### src/hdl/assert_macros.svh
// Assertion macros used by the top level of the homing sequencer.
// No dependencies.
`ifndef ASSERT_MACROS_SVH
`define ASSERT_MACROS_SVH

// Check that an expression holds at every clock edge outside reset.
`define ASSERT_ALWAYS(lbl, clk, rstn, expr) \
    lbl: assert property (@(posedge clk) disable iff (!(rstn)) (expr)) \
        else $error("assertion failed");

// Check that a condition implies a consequence in the same cycle.
`define ASSERT_IMPLIES(lbl, clk, rstn, ante, cons) \
    lbl: assert property (@(posedge clk) disable iff (!(rstn)) (ante) |-> (cons)) \
        else $error("assertion failed");

`endif

### src/hdl/idhs_pkg.sv
// Types, codes and constants of the indexed drive homing sequencer.
// No dependencies; used by idhs_div and the top level.
`default_nettype none

package idhs_pkg;

    localparam int TOO_CLOSE_WINDOW_MS = 100;
    localparam int BACKOFF_SLOTS       = 5;

    localparam int ENC_W  = 32;
    localparam int STEP_W = 16;

    localparam logic [2:0] SLOT_LAST = 3'd4;
    localparam logic [2:0] SLOT_NONE = 3'd5;

    typedef enum logic [2:0] {
        M_IDLE   = 3'd0,
        M_SETUP  = 3'd1,
        M_CLOSE  = 3'd2,
        M_RETURN = 3'd3,
        M_RUN    = 3'd4
    } mode_t;

    typedef enum logic [2:0] {
        CMD_TICK   = 3'd0,
        CMD_START  = 3'd1,
        CMD_STOP   = 3'd2,
        CMD_TARGET = 3'd3,
        CMD_SENSOR = 3'd4,
        CMD_FORCE  = 3'd5
    } cmd_t;

    typedef enum logic [2:0] {
        REG_SENSOR_ENABLE  = 3'd0,
        REG_EDGE_PRESET    = 3'd1,
        REG_SENSOR_PRESET  = 3'd2,
        REG_SLOT_STEP      = 3'd3,
        REG_MAX_OFFSET     = 3'd4,
        REG_STALL_MS_SETUP = 3'd5,
        REG_STALL_MS_CLOSE = 3'd6,
        REG_RETURN_WINDOW  = 3'd7
    } reg_idx_t;

    typedef enum logic [1:0] {
        ST_IDLE = 2'd0,
        ST_EXEC = 2'd1,
        ST_DIV  = 2'd2,
        ST_DONE = 2'd3
    } state_t;

    typedef struct packed {
        logic              busy;
        logic              done;
        logic [ENC_W-1:0]  quot_mag;
        logic [STEP_W-1:0] rem_mag;
    } div_res_t;

endpackage

`default_nettype wire

### src/hdl/idhs_div.sv
// Bit-serial restoring divider: magnitude of a signed 32-bit count by a
// 16-bit step, one quotient bit per cycle. Depends on idhs_pkg.
`default_nettype none

module idhs_div (
    input  wire logic                          aclk,
    input  wire logic                          aresetn,
    input  wire logic                          start,
    input  wire logic [idhs_pkg::ENC_W-1:0]    dividend,
    input  wire logic [idhs_pkg::STEP_W-1:0]   divisor,
    output idhs_pkg::div_res_t                 res
);
    import idhs_pkg::*;

    localparam int CNT_W = $clog2(ENC_W);

    logic                busy_reg, busy_next;
    logic                done_reg, done_next;
    logic [CNT_W-1:0]    cnt_reg, cnt_next;
    logic [ENC_W-1:0]    quot_reg, quot_next;
    logic [STEP_W-1:0]   rem_reg, rem_next;
    logic [STEP_W:0]     rem_shift;
    logic                ge;
    logic [ENC_W-1:0]    mag;

    always_comb begin
        mag       = dividend[ENC_W-1] ? (ENC_W'(0) - dividend) : dividend;
        rem_shift = {rem_reg, quot_reg[ENC_W-1]};
        ge        = rem_shift >= {1'b0, divisor};
        busy_next = busy_reg;
        done_next = 1'b0;
        cnt_next  = cnt_reg;
        quot_next = quot_reg;
        rem_next  = rem_reg;
        if (start) begin
            busy_next = 1'b1;
            cnt_next  = '0;
            quot_next = mag;
            rem_next  = '0;
        end else if (busy_reg) begin
            quot_next = {quot_reg[ENC_W-2:0], ge};
            rem_next  = ge ? STEP_W'(rem_shift - {1'b0, divisor}) : rem_shift[STEP_W-1:0];
            cnt_next  = cnt_reg + CNT_W'(1);
            if (cnt_reg == CNT_W'(ENC_W - 1)) begin
                busy_next = 1'b0;
                done_next = 1'b1;
            end
        end
    end

    always_ff @(posedge aclk) begin
        if (!aresetn) begin
            busy_reg <= 1'b0;
            done_reg <= 1'b0;
            cnt_reg  <= '0;
        end else begin
            busy_reg <= busy_next;
            done_reg <= done_next;
            cnt_reg  <= cnt_next;
        end
        quot_reg <= quot_next;
        rem_reg  <= rem_next;
    end

    assign res.busy     = busy_reg;
    assign res.done     = done_reg;
    assign res.quot_mag = quot_reg;
    assign res.rem_mag  = rem_reg;

endmodule

`default_nettype wire

### src/hdl/indexed_drive_homing_sequencer.sv
// Homing and position sequencer for a five-slot indexed drive.
// Input words arrive on the s_ stream (command in s_tuser; time, encoder count,
// sensor level, target slot and forced mode in s_tdata). Each word yields
// exactly one result word on the m_ stream: reference, preset request,
// mode, slot decoded from the encoder count, and control enable.
// Eight setup registers sit on the APB port at byte addresses 4*i.
// After acceptance the EXEC state updates the mode and starts the slot
// decode, which runs through a bit-serial divider (one quotient bit a
// cycle); the DONE state then loads the output register. No new word is
// taken before the last one's result is loaded; s_tready is high only while no word is in work.
// The result sits in an output register: a stalled receiver holds it and
// the block accepts the next word meanwhile, but does not finish it until
// the held result has been taken.
// Reset (aresetn low, synchronous) sets mode idle, start time and last
// encoder 0, last change time 0xFFFF, reference 0, and the registers to
// their defaults. Depends on idhs_pkg, idhs_div and assert_macros.svh.
`default_nettype none
`include "assert_macros.svh"

module indexed_drive_homing_sequencer #(
    parameter int CLOSE_WINDOW_MS = idhs_pkg::TOO_CLOSE_WINDOW_MS,
    parameter int BACKOFF_COUNT   = idhs_pkg::BACKOFF_SLOTS
) (
    input  wire logic        aclk,
    input  wire logic        aresetn,
    input  wire logic        s_tvalid,
    output logic             s_tready,
    // [31:0] time_ms, [63:32] encoder_count, [64] sensor_level,
    // [67:65] target_slot, [70:68] forced_mode, [71] zero
    input  wire logic [71:0] s_tdata,
    // [2:0] command
    input  wire logic [2:0]  s_tuser,
    output logic             m_tvalid,
    input  wire logic        m_tready,
    // [31:0] reference, [32] preset_valid, [49:33] preset_value,
    // [52:50] mode, [55:53] slot, [56] control_enable, [63:57] zero
    output logic [63:0]      m_tdata,
    input  wire logic        psel,
    input  wire logic        penable,
    input  wire logic        pwrite,
    input  wire logic [4:0]  paddr,
    input  wire logic [31:0] pwdata,
    output logic [31:0]      prdata,
    output logic             pready
);
    import idhs_pkg::*;

    // configuration
    logic        sensor_enable_reg;
    logic [15:0] edge_preset_reg, sensor_preset_reg, slot_step_reg, max_offset_reg;
    logic [15:0] stall_ms_setup_reg, stall_ms_close_reg;
    logic [16:0] return_window_reg;
    logic        cfg_wr;

    // captured word
    logic [2:0]  cmd_reg;
    logic [31:0] time_reg;
    logic [31:0] enc_reg;
    logic        level_reg;
    logic [2:0]  target_reg, forced_reg;

    // sequencer state
    state_t      state_reg, state_next;
    mode_t       mode_reg, mode_next;
    logic [31:0] start_time_reg, start_time_next;
    logic [31:0] last_encoder_reg, last_encoder_next;
    logic [31:0] last_change_time_reg, last_change_time_next;
    logic [31:0] reference_reg, reference_next;
    logic        preset_valid_reg, preset_valid_next;
    logic [16:0] preset_value_reg, preset_value_next;

    logic        m_tvalid_reg, m_tvalid_next;
    logic [63:0] m_tdata_reg;

    logic        accept, exec_en, div_start, load_out;
    div_res_t    div_res;

    // tick arithmetic
    logic [31:0]        elapsed, setup_ref, stall_lim_setup, stall_lim_close;
    logic               enc_changed, stall_setup, stall_close, too_close, below_window;
    logic signed [20:0] tgt_off_w, step_w, tgt_ref;
    logic [20:0]        backoff_mag;
    logic [2:0]         slot;

    assign pready = 1'b1;
    assign cfg_wr = psel && penable && pwrite && pready;

    always_ff @(posedge aclk) begin
        if (!aresetn) begin
            sensor_enable_reg  <= 1'b0;
            edge_preset_reg    <= 16'd1950;
            sensor_preset_reg  <= 16'd1400;
            slot_step_reg      <= 16'd780;
            max_offset_reg     <= 16'd156;
            stall_ms_setup_reg <= 16'd100;
            stall_ms_close_reg <= 16'd70;
            return_window_reg  <= 17'd50;
        end else if (cfg_wr) begin
            case (paddr[4:2])
                REG_SENSOR_ENABLE:  sensor_enable_reg  <= pwdata[0];
                REG_EDGE_PRESET:    edge_preset_reg    <= pwdata[15:0];
                REG_SENSOR_PRESET:  sensor_preset_reg  <= pwdata[15:0];
                REG_SLOT_STEP:      slot_step_reg      <= pwdata[15:0];
                REG_MAX_OFFSET:     max_offset_reg     <= pwdata[15:0];
                REG_STALL_MS_SETUP: stall_ms_setup_reg <= pwdata[15:0];
                REG_STALL_MS_CLOSE: stall_ms_close_reg <= pwdata[15:0];
                REG_RETURN_WINDOW:  return_window_reg  <= pwdata[16:0];
                default: ;
            endcase
        end
    end

    always_comb begin
        case (paddr[4:2])
            REG_SENSOR_ENABLE:  prdata = {31'b0, sensor_enable_reg};
            REG_EDGE_PRESET:    prdata = {16'b0, edge_preset_reg};
            REG_SENSOR_PRESET:  prdata = {16'b0, sensor_preset_reg};
            REG_SLOT_STEP:      prdata = {16'b0, slot_step_reg};
            REG_MAX_OFFSET:     prdata = {16'b0, max_offset_reg};
            REG_STALL_MS_SETUP: prdata = {16'b0, stall_ms_setup_reg};
            REG_STALL_MS_CLOSE: prdata = {16'b0, stall_ms_close_reg};
            REG_RETURN_WINDOW:  prdata = {15'b0, return_window_reg};
            default:            prdata = '0;
        endcase
    end

    // next state
    always_comb begin
        state_next = state_reg;
        case (state_reg)
            ST_IDLE: if (s_tvalid) state_next = ST_EXEC;
            ST_EXEC: state_next = ST_DIV;
            ST_DIV:  if (div_res.done) state_next = ST_DONE;
            ST_DONE: if (!m_tvalid_reg || m_tready) state_next = ST_IDLE;
            default: state_next = ST_IDLE;
        endcase
    end

    // fsm outputs
    always_comb begin
        s_tready  = 1'b0;
        exec_en   = 1'b0;
        div_start = 1'b0;
        load_out  = 1'b0;
        case (state_reg)
            ST_IDLE: s_tready = 1'b1;
            ST_EXEC: begin
                exec_en   = 1'b1;
                div_start = 1'b1;
            end
            ST_DONE: load_out = !m_tvalid_reg || m_tready;
            default: ;
        endcase
    end

    assign accept = s_tvalid && s_tready;

    always_comb begin
        elapsed         = time_reg - start_time_reg;
        setup_ref       = elapsed[31] ? 32'h7FFF_FFFF : elapsed;
        too_close       = elapsed < 32'(CLOSE_WINDOW_MS);
        enc_changed     = enc_reg != last_encoder_reg;
        stall_lim_setup = last_change_time_reg + {16'b0, stall_ms_setup_reg};
        stall_lim_close = last_change_time_reg + {16'b0, stall_ms_close_reg};
        stall_setup     = !enc_changed && (stall_lim_setup < time_reg);
        stall_close     = !enc_changed && (stall_lim_close < time_reg);
        below_window    = $signed(enc_reg) < $signed({{15{return_window_reg[16]}},
                                                      return_window_reg});
        tgt_off_w       = $signed({18'b0, target_reg}) - 21'sd2;
        step_w          = $signed({5'b0, slot_step_reg});
        tgt_ref         = tgt_off_w * step_w;
        backoff_mag     = 21'(slot_step_reg) * 21'(BACKOFF_COUNT);
    end

    always_comb begin
        mode_next             = mode_reg;
        start_time_next       = start_time_reg;
        last_encoder_next     = last_encoder_reg;
        last_change_time_next = last_change_time_reg;
        reference_next        = reference_reg;
        preset_valid_next     = 1'b0;
        preset_value_next     = '0;
        case (cmd_reg)
            CMD_TICK: begin
                case (mode_reg)
                    M_SETUP: begin
                        if (!level_reg && sensor_enable_reg) begin
                            if (too_close) begin
                                mode_next = M_CLOSE;
                            end else begin
                                preset_valid_next = 1'b1;
                                preset_value_next = {1'b0, sensor_preset_reg};
                                reference_next    = '0;
                                mode_next         = M_RETURN;
                            end
                        end else begin
                            reference_next = setup_ref;
                            if (enc_changed) begin
                                last_encoder_next     = enc_reg;
                                last_change_time_next = time_reg;
                            end else if (stall_setup) begin
                                preset_valid_next = 1'b1;
                                preset_value_next = {1'b0, edge_preset_reg};
                                reference_next    = '0;
                                mode_next         = M_RETURN;
                            end
                        end
                    end
                    M_CLOSE: begin
                        if (!level_reg) begin
                            reference_next = 32'(0) - {11'b0, backoff_mag};
                            if (enc_changed) begin
                                last_encoder_next     = enc_reg;
                                last_change_time_next = time_reg;
                            end else if (stall_close) begin
                                preset_valid_next = 1'b1;
                                preset_value_next = 17'(0) - {1'b0, edge_preset_reg};
                                reference_next    = '0;
                                mode_next         = M_RETURN;
                            end
                        end else begin
                            mode_next = M_SETUP;
                        end
                    end
                    M_RETURN: begin
                        if (below_window) mode_next = M_RUN;
                        else reference_next = '0;
                    end
                    default: ;
                endcase
            end
            CMD_START: begin
                mode_next       = M_SETUP;
                start_time_next = time_reg;
            end
            CMD_STOP: mode_next = M_IDLE;
            CMD_TARGET: begin
                if (target_reg <= SLOT_LAST) begin
                    reference_next = 32'(tgt_ref);
                end
            end
            CMD_SENSOR: begin
                if (mode_reg == M_SETUP) begin
                    preset_valid_next = 1'b1;
                    preset_value_next = {1'b0, sensor_preset_reg};
                    reference_next    = '0;
                    mode_next         = M_RETURN;
                end
            end
            CMD_FORCE: begin
                if (forced_reg <= 3'(M_RUN)) mode_next = mode_t'(forced_reg);
            end
            default: ;
        endcase
    end

    // slot from the divider result
    always_comb begin
        slot = SLOT_NONE;
        if (slot_step_reg != '0) begin
            if (enc_reg[31]) begin
                if (div_res.quot_mag <= 32'd2) slot = 3'd2 - div_res.quot_mag[2:0];
            end else if (div_res.rem_mag <= max_offset_reg) begin
                if (div_res.quot_mag <= 32'd2) slot = 3'd2 + div_res.quot_mag[2:0];
            end
        end
    end

    always_comb begin
        m_tvalid_next = m_tvalid_reg;
        if (load_out) m_tvalid_next = 1'b1;
        else if (m_tready) m_tvalid_next = 1'b0;
    end

    always_ff @(posedge aclk) begin
        if (!aresetn) begin
            state_reg            <= ST_IDLE;
            mode_reg             <= M_IDLE;
            start_time_reg       <= '0;
            last_encoder_reg     <= '0;
            last_change_time_reg <= 32'h0000_FFFF;
            reference_reg        <= '0;
            preset_valid_reg     <= 1'b0;
            m_tvalid_reg         <= 1'b0;
        end else begin
            state_reg    <= state_next;
            m_tvalid_reg <= m_tvalid_next;
            if (exec_en) begin
                mode_reg             <= mode_next;
                start_time_reg       <= start_time_next;
                last_encoder_reg     <= last_encoder_next;
                last_change_time_reg <= last_change_time_next;
                reference_reg        <= reference_next;
                preset_valid_reg     <= preset_valid_next;
            end
        end
        if (exec_en) preset_value_reg <= preset_value_next;
        if (accept) begin
            cmd_reg    <= s_tuser;
            time_reg   <= s_tdata[31:0];
            enc_reg    <= s_tdata[63:32];
            level_reg  <= s_tdata[64];
            target_reg <= s_tdata[67:65];
            forced_reg <= s_tdata[70:68];
        end
        if (load_out) begin
            m_tdata_reg <= {7'b0, mode_reg != M_IDLE, slot, mode_reg,
                            preset_value_reg, preset_valid_reg, reference_reg};
        end
    end

    idhs_div u_div (
        .aclk     (aclk),
        .aresetn  (aresetn),
        .start    (div_start),
        .dividend (enc_reg),
        .divisor  (slot_step_reg),
        .res      (div_res)
    );

    assign m_tvalid = m_tvalid_reg;
    assign m_tdata  = m_tdata_reg;

    `ASSERT_IMPLIES(a_div_runs, aclk, aresetn, state_reg == ST_DIV, div_res.busy || div_res.done)
    `ASSERT_IMPLIES(a_preset_return, aclk, aresetn, m_tvalid && m_tdata[32], m_tdata[52:50] == M_RETURN)
    `ASSERT_IMPLIES(a_no_preset_zero, aclk, aresetn, m_tvalid && !m_tdata[32], m_tdata[49:33] == 17'd0)
    `ASSERT_IMPLIES(a_enable_mode, aclk, aresetn, m_tvalid, m_tdata[56] == (m_tdata[52:50] != M_IDLE))

endmodule

`default_nettype wire
### config.mk
export PLATFORM = sky130hd
export DESIGN_NAME = indexed_drive_homing_sequencer
export DESIGN_NICKNAME = d
export VERILOG_FILES = /design/src/hdl/idhs_pkg.sv /design/src/hdl/idhs_div.sv /design/src/hdl/indexed_drive_homing_sequencer.sv
export VERILOG_INCLUDE_DIRS = /design/src /design/src/hdl
export SDC_FILE = /design/constraint.sdc
export NUM_CORES = 1
export LEC_CHECK = 0
export BUFFER_PORTS_ARGS = -buffer_cell sky130_fd_sc_hd__buf_2
export CAP_MARGIN = 20
export CORE_UTILIZATION = 62
export DETAILED_ROUTE_END_ITERATION = 6
export GPL_TIMING_DRIVEN = 1
export PLACE_DENSITY = 0.82
export SYNTH_ARGS = -nofsm -noshare
export SYNTH_HDL_FRONTEND = slang
export SYNTH_SLANG_ARGS = --single-unit
### constraint.sdc
create_clock -name aclk -period 6.65 [get_ports aclk]
set_input_delay 0.9975 -clock aclk [delete_from_list [all_inputs] [get_ports aclk]]
set_output_delay 0.9975 -clock aclk [all_outputs]
set_load 0.01 [all_outputs]
==> out/metrics.csv, run 1 <==
stage,metric,value,unit
run_status,status,"finished, violations left",
run_status,failing checks,DRC,
cells_and_area,# diodes,0,
synthesis,multiplexer area fraction after synthesis,3.02,%
setup_path,CP Data Arrival Time,6.75,ns
route,Via density,6.20,
power_and_ir_drop,clock group share of total power,27.3,%
synthesis,Post-synth EDFFs,180,
timing,Final Cycle Share,93.3,%
route,final wirelength,82.4,mm
timing,Setup Viol. Count Final,0,
floorplanning,Initial Util,63.0,%
global_routing,GRT Max-Usage Layer,met2,
placed_design,Detailed Place HPWL,60.6,mm
floorplanning,Horiz. Die Dim,222,µm
global_routing,met3 Usage GRT,5.21,%
route,drt pass-1 iters,7,
power_and_ir_drop,switching power,3.96,mW
synthesis,Seq cells post-synth,452,
cts,clock-pin slew on the worst setup and hold paths,0.07,ns
setup_path,critical path cell sequence,inv_1 -> ha_1 -> nand2b_1 -> fa_1 -> fa_1 -> fa_1 -> inv_1 -> ha_1 -> a21oi_1 -> o22ai_1 -> a311o_1 -> a2111oi_0 -> nor3_1 -> a211o_1 -> o31ai_1 -> xor2_1 -> nor2_1 -> nor2_1 -> a21oi_1,
synthesis,"Seq/Total Area, Yosys",36.0,%
timing,fmax,161,MHz
power_and_ir_drop,Sequential Power Share,36.7,%
setup_path,"slowest stage delay, CP",0.66,ns
route,Via Count,26100,
global_routing,first-pass GRT wire length,129,mm
floorplanning,FP Rows,80,
synthesis,adder-cell share of the synthesized area,14.1,%
setup_path,Crit path top cell by count,fa_1,
setup_path,CP Class,register to register,
timing,clock skew,0.0253,ns
timing,RSZ-0062 raised after global routing,false,
setup_path,WP buf/inv,2,
timing,"Hold Vio Cnt, Final",0,
cts,clock sinks,452,
setup_path,"CP delay by family, top",adder cells,
cells_and_area,Nets,4000,
power_and_ir_drop,Worst VDD drop,0.000210,V
synthesis,Post-Syn Area per Cell,8.69,µm²
floorplanning,Core ar.,47800,µm²
synthesis,Yosys warnings,0,
power_and_ir_drop,Net Sw Frac,37.6,%
cts,worst skew pair latency,0.62,ns
power_and_ir_drop,Gate power share,35.9,%
setup_path,CP max-delay cell,nor2_1,
timing,Setup TNS Final,0,ns
timing,worst slew pin tran,1.21,ns
route,remaining antenna violation count after routing,0,
power_and_ir_drop,LEAKAGE,14.3,nW
cells_and_area,most frequent cells in the layout,"nand2_1 (469), ha_1 (286), nor2_1 (283)",
power_and_ir_drop,PD cells,319,nW/µm²
setup_path,critical path peak fanout,16,
global_routing,gr usage total,32.7,%
synthesis,Synth Area in Simple Gates,18.3,%
synthesis,post-synthesis cell type count,89,
cells_and_area,ratio of cells with drive above 1 in the final layout,9.55,%
global_routing,initial antenna violation count,1,
synthesis,largest family of logic cells by synthesized area,simple AND/OR/NAND/NOR gates,
global_routing,GR Util met1,43.9,%
route,DR WL/cell,19.5,µm
cts,TritonCTS Buffers,49,
synthesis,Post-Synthesis Cell Area,30100,µm²
cts,H-tree depth,2,
timing,Slew HR,18.9,%
synthesis,XOR/XNOR Fraction of Synth Area,5.03,%
floorplanning,DIE HEIGHT,222,µm
cts,clk root buf,clkbuf_16,
cells_and_area,"commonest non-fill, non-tap cell in the layout",nand2_1,
setup_path,Worst setup SP type,register,
placed_design,GP Congestion,0.981,
setup_path,Crit. End Element,register,
min_path,Worst Hold Class,register to register,
cells_and_area,synthesis-to-layout area growth,9.63,%
cts,CTS Buffer Depth,3,
cells_and_area,max reg flops,57,
power_and_ir_drop,Cell Int Power,6.57,mW
synthesis,Synth Flop Type,dfxtp_1,
global_routing,largest net degree at the start of global routing,81,
setup_path,Crit path required time,7.19,ns
timing,Final Slew Violations,0,
floorplanning,Die Area,49500,µm²
global_routing,met2 Usage GRT,52.6,%
floorplanning,I/O Pins,218,
global_routing,total gr overflow,0,
cts,CTS tree,yes,
flow_run,max cap viols,0,
route,DRT iter0 DRCs,2738,
placed_design,I/O Buffers,176,
power_and_ir_drop,Tot Pwr,10.5,mW
synthesis,complex-gate fraction of the synthesized area,17.9,%
global_routing,vias in the first global route,23900,
timing,post-layout minimum cycle time,6.20,ns
synthesis,ys async rst share,0,%
synthesis,Post-Syn Instances,3467,
cts,CTS Hold Bufs,0,
route,# DRC,8,
[cell type report]
class / count / area [µm²]
multi-input combinational: 2612 / 17700
clock buffer: 58 / 1280
sequential: 452 / 10900
clock inverter: 33 / 393
tap: 615 / 769
inverter: 242 / 911
timing repair buffer: 204 / 1110
fill: 3828 / 14800
[worst paths after layout]
check	startpoint	slack (ns)	end	depth (start not counted)
min	reference_reg[24]	0.42	m_tdata[24]	0
min reg2reg	reference_reg[24]	0.42	m_tdata[24]	0
max reg2reg	target_reg[1]	0.45	reference_reg[23]	19
max	target_reg[1]	0.45	reference_reg[23]	19
[cell usage after synthesis (25+ instances only)]
cell type  count  area share, %
a211oi_1      42            1.0
a21boi_0      48            1.2
a21o_1        64            1.6
a21oi_1      282            4.7
and2_1        26           0.54
buf_4         25           0.62
clkbuf_1     140            1.7
dfxtp_1      272             18
edfxtp_1     180             18
fa_1          33            2.2
ha_1         287             12
inv_1        241            3.0
mux2i_1       56            1.9
nand2_1      470            5.9
nand2b_1      62            1.3
nand3_1       76            1.3
nand4_1       46           0.96
nor2_1       283            3.5
nor2b_1       38           0.79
nor3_1        56           0.93
nor4_1        29           0.60
o211ai_1      45            1.1
o21ai_0      127            2.1
or3_1         29           0.60
xnor2_1       70            2.0
xor2_1       103            3.0
[what timing repair did]
action,in CTS,in global routing
buffers inserted,0,0
resized for setup,0,1
setup endpoints to repair,0,18
[per-layer routing]
layer / vias up / wire [µm] / share of wire, %
met2: 1177 / 38100 / 46
li1: 12500 / - / -
met1: 12300 / 33900 / 41
met3: 199 / 7300 / 8.9
met5: - / 16 / 0.019
met4: 2 / 3050 / 3.7
[stage by stage]
stage	util, %	hold slack (ns)	worst slack (ns)	cell area [µm²]	std cells
after CTS	69.0	0.419	0.411	33000	4213
final	69.0	0.417	0.447	33000	4216
after global routing	69.0	0.422	0.0222	33000	4216
after floorplan	-	0.400	0.852	30200	3488
after global placement	65.5	0.401	0.523	31300	4122
after detailed placement	65.5	0.405	0.453	31300	4122
[cells by family after synthesis]
group / Yosys count
XOR/XNOR: 173
adder cells (fa/ha/maj): 320
other: 2
flip-flops: 452
multiplexers: 78
buffers and inverters: 424
AO/OA/AOI/OAI: 825
AND/OR/NAND/NOR: 1193
[power by group through the flow]
stage,clock network (mW),registers [mW],logic (mW)
5_1_grt,3.01,3.90,4.17
3_3_place_gp,0,3.90,3.56
6_report,2.88,3.87,3.78
3_5_place_dp,0,3.91,3.65
4_1_cts,2.90,3.86,3.69
2_1_floorplan,0,3.73,2.77
Note: power is estimated with default switching activity, not from simulation.
==> inputs of run 2 (changes only) <==
--- a/config.mk
+++ b/config.mk
@@ -8,10 +8,11 @@
 export LEC_CHECK = 0
 export BUFFER_PORTS_ARGS = -buffer_cell sky130_fd_sc_hd__buf_2
 export CAP_MARGIN = 20
-export CORE_UTILIZATION = 62
+export CORE_UTILIZATION = 63
+export CTS_BUF_LIST = sky130_fd_sc_hd__clkbuf_8
 export DETAILED_ROUTE_END_ITERATION = 6
 export GPL_TIMING_DRIVEN = 1
-export PLACE_DENSITY = 0.82
+export PLACE_DENSITY = 0.83
 export SYNTH_ARGS = -nofsm -noshare
 export SYNTH_HDL_FRONTEND = slang
 export SYNTH_SLANG_ARGS = --single-unit
==> run 2 against run 1 <==
  * The flow still finishes with violations (DRC)
  * Combinational power about the same
  * Non-clock buffer count unchanged
  * Via count up 0.76%
  * Sequential power about the same
  * Highest routed layer unchanged
==> out/metrics.csv, run 2 (same netlist as run 1, synthesis figures left out) <==
stage,metric,value,unit
route,Via Count,26300,
cts,clock sinks,452,
setup_path,Crit. End Element,register,
floorplanning,Initial Util,64.3,%
setup_path,CP max-delay cell,o31ai_2,
timing,Setup Viol. Count Final,0,
timing,Final Slew Violations,0,
global_routing,gr usage total,33.4,%
global_routing,GRT Max-Usage Layer,met2,
timing,Setup TNS Final,0,ns
global_routing,first-pass GRT wire length,128,mm
flow_run,max cap viols,0,
setup_path,Crit path top cell by count,o21ai_0,
setup_path,CP Data Arrival Time,6.78,ns
route,Via density,6.18,
floorplanning,FP Rows,79,
run_status,failing checks,DRC,
global_routing,total gr overflow,0,
floorplanning,DIE HEIGHT,221,µm
cts,TritonCTS Buffers,77,
placed_design,placed insts,4114,
cells_and_area,most frequent cells in the layout,"nand2_1 (469), ha_1 (286), nor2_1 (283)",
setup_path,Worst setup SP type,register,
timing,RSZ-0062 raised after global routing,false,
cells_and_area,max reg flops,57,
setup_path,CP Class,register to register,
placed_design,I/O Buffers,176,
cells_and_area,ratio of cells with drive above 1 in the final layout,10.4,%
route,final wirelength,82.5,mm
placed_design,Detailed Place HPWL,60.9,mm
timing,fmax,161,MHz
setup_path,FF-to-FF setup slack,0.42,ns
cts,# Post-CTS Setup Buffers,0,
floorplanning,Horiz. Die Dim,221,µm
setup_path,WP buf/inv,2,
route,DRT iter0 DRCs,2733,
floorplanning,Die Area,48700,µm²
route,remaining antenna violation count after routing,0,
setup_path,critical path peak fanout,15,
cts,CTS tree,yes,
timing,post-layout minimum cycle time,6.23,ns
global_routing,met2 Usage GRT,53.2,%
power_and_ir_drop,LEAKAGE,14.4,nW
timing,Final Cycle Share,93.7,%
cells_and_area,fin cells,4262,
setup_path,"slowest stage delay, CP",0.66,ns
setup_path,"CP delay by family, top",compound AO/OA/AOI/OAI gates,
cells_and_area,Nets,4028,
global_routing,largest net degree at the start of global routing,91,
timing,"Hold Vio Cnt, Final",0,
setup_path,Worst R2R Path Depth,27,
cts,clk root buf,clkbuf_8,
cts,CTS Buffer Depth,3,
global_routing,GR Util met1,44.4,%
power_and_ir_drop,PD cells,312,nW/µm²
power_and_ir_drop,Worst VDD drop,0.000247,V
setup_path,Crit path required time,7.20,ns
cts,clock-pin slew on the worst setup and hold paths,0.06,ns
min_path,Worst Hold Class,register to register,
route,drt pass-1 iters,7,
cts,H-tree depth,3,
floorplanning,I/O Pins,218,
placed_design,GP Congestion,0.976,
min_path,Min-Delay Path Depth,0,
global_routing,met3 Usage GRT,5.88,%
timing,worst slew pin tran,1.13,ns
cells_and_area,"commonest non-fill, non-tap cell in the layout",nand2_1,
global_routing,vias in the first global route,24200,
global_routing,initial antenna violation count,2,
route,# DRC,11,
setup_path,Critical Path Stages,27,
route,DR WL/cell,19.4,µm
timing,Slew HR,24.2,%
floorplanning,Core ar.,46900,µm²
cts,worst skew pair latency,0.72,ns
timing,clock skew,0.0526,ns
cells_and_area,synthesis-to-layout area growth,9.52,%
run_status,status,"finished, violations left",
[run 2: cell types whose count changed in the layout (fill, tap and decap cells not counted)]
cell and change:
clkinvlp_4 +4, clkinv_4 -2, clkbuf_8 +87, clkinv_2 -2, clkbuf_16 -49, diode_2 +1
clkbuf_1 -7, clkinv_1 -7, inv_16 -2, inv_6 +1, inv_1 +30, bufinv_16 -2
clkinv_8 +2
[run 2: stage by stage]
stage / instance area (µm²) / utilization (%) / worst slack [ns] / hold WS (ns) / total power, mW
after global routing: 33000 / 70.4 / 0.0444 / 0.422 / 10.9
after floorplan: 30200 / - / 0.852 / 0.400 / 6.50
after CTS: 33000 / 70.3 / 0.257 / 0.415 / 10.2
after global placement: 31300 / 66.8 / 0.431 / 0.402 / 7.47
after detailed placement: 31300 / 66.8 / 0.302 / 0.405 / 7.55
final: 33000 / 70.4 / 0.421 / 0.419 / 10.3
[run 2: area by class of cell]
class / count / area [µm²]
clock buffers: 89 / 1220
well taps: 607 / 759
diodes: 1 / 2.50
multi-input cells: 2612 / 17700
inverters: 242 / 911
clock inverters: 55 / 423
repair buffers: 204 / 1110
fillers: 3664 / 13800
flip-flops and latches: 452 / 10900
[run 2: worst paths after layout]
path                         startpoint                   end
setup / recovery  stall_ms_setup_reg[0]  preset_value_reg[13]
hold / removal      preset_value_reg[6]           m_tdata[39]
setup reg to reg  stall_ms_setup_reg[0]  preset_value_reg[13]
hold reg to reg     preset_value_reg[6]           m_tdata[39]
[run 2: timing repair]
| item | 4_1_cts | 5_1_grt |
|---|---|---|
| setup endpoints to repair | 0 | 40 |
| hold buffers | 0 | 0 |
| gates resized for setup | 0 | 1 |
[run 2: routing by layer]
metal	vias up	share of wire [%]
met5	-	0.021
met4	2	4.2
met3	240	8.7
met2	1199	46
met1	12400	41
li1	12500	-
[run 2: report_power, final]
group	switching, mW	total (mW)	leakage [nW]	internal [mW]
registers	0.425	3.87	3.89	3.45
clock network	1.20	2.67	0.942	1.47
logic	2.34	3.77	9.57	1.43
total	3.97	10.3	14.4	6.34
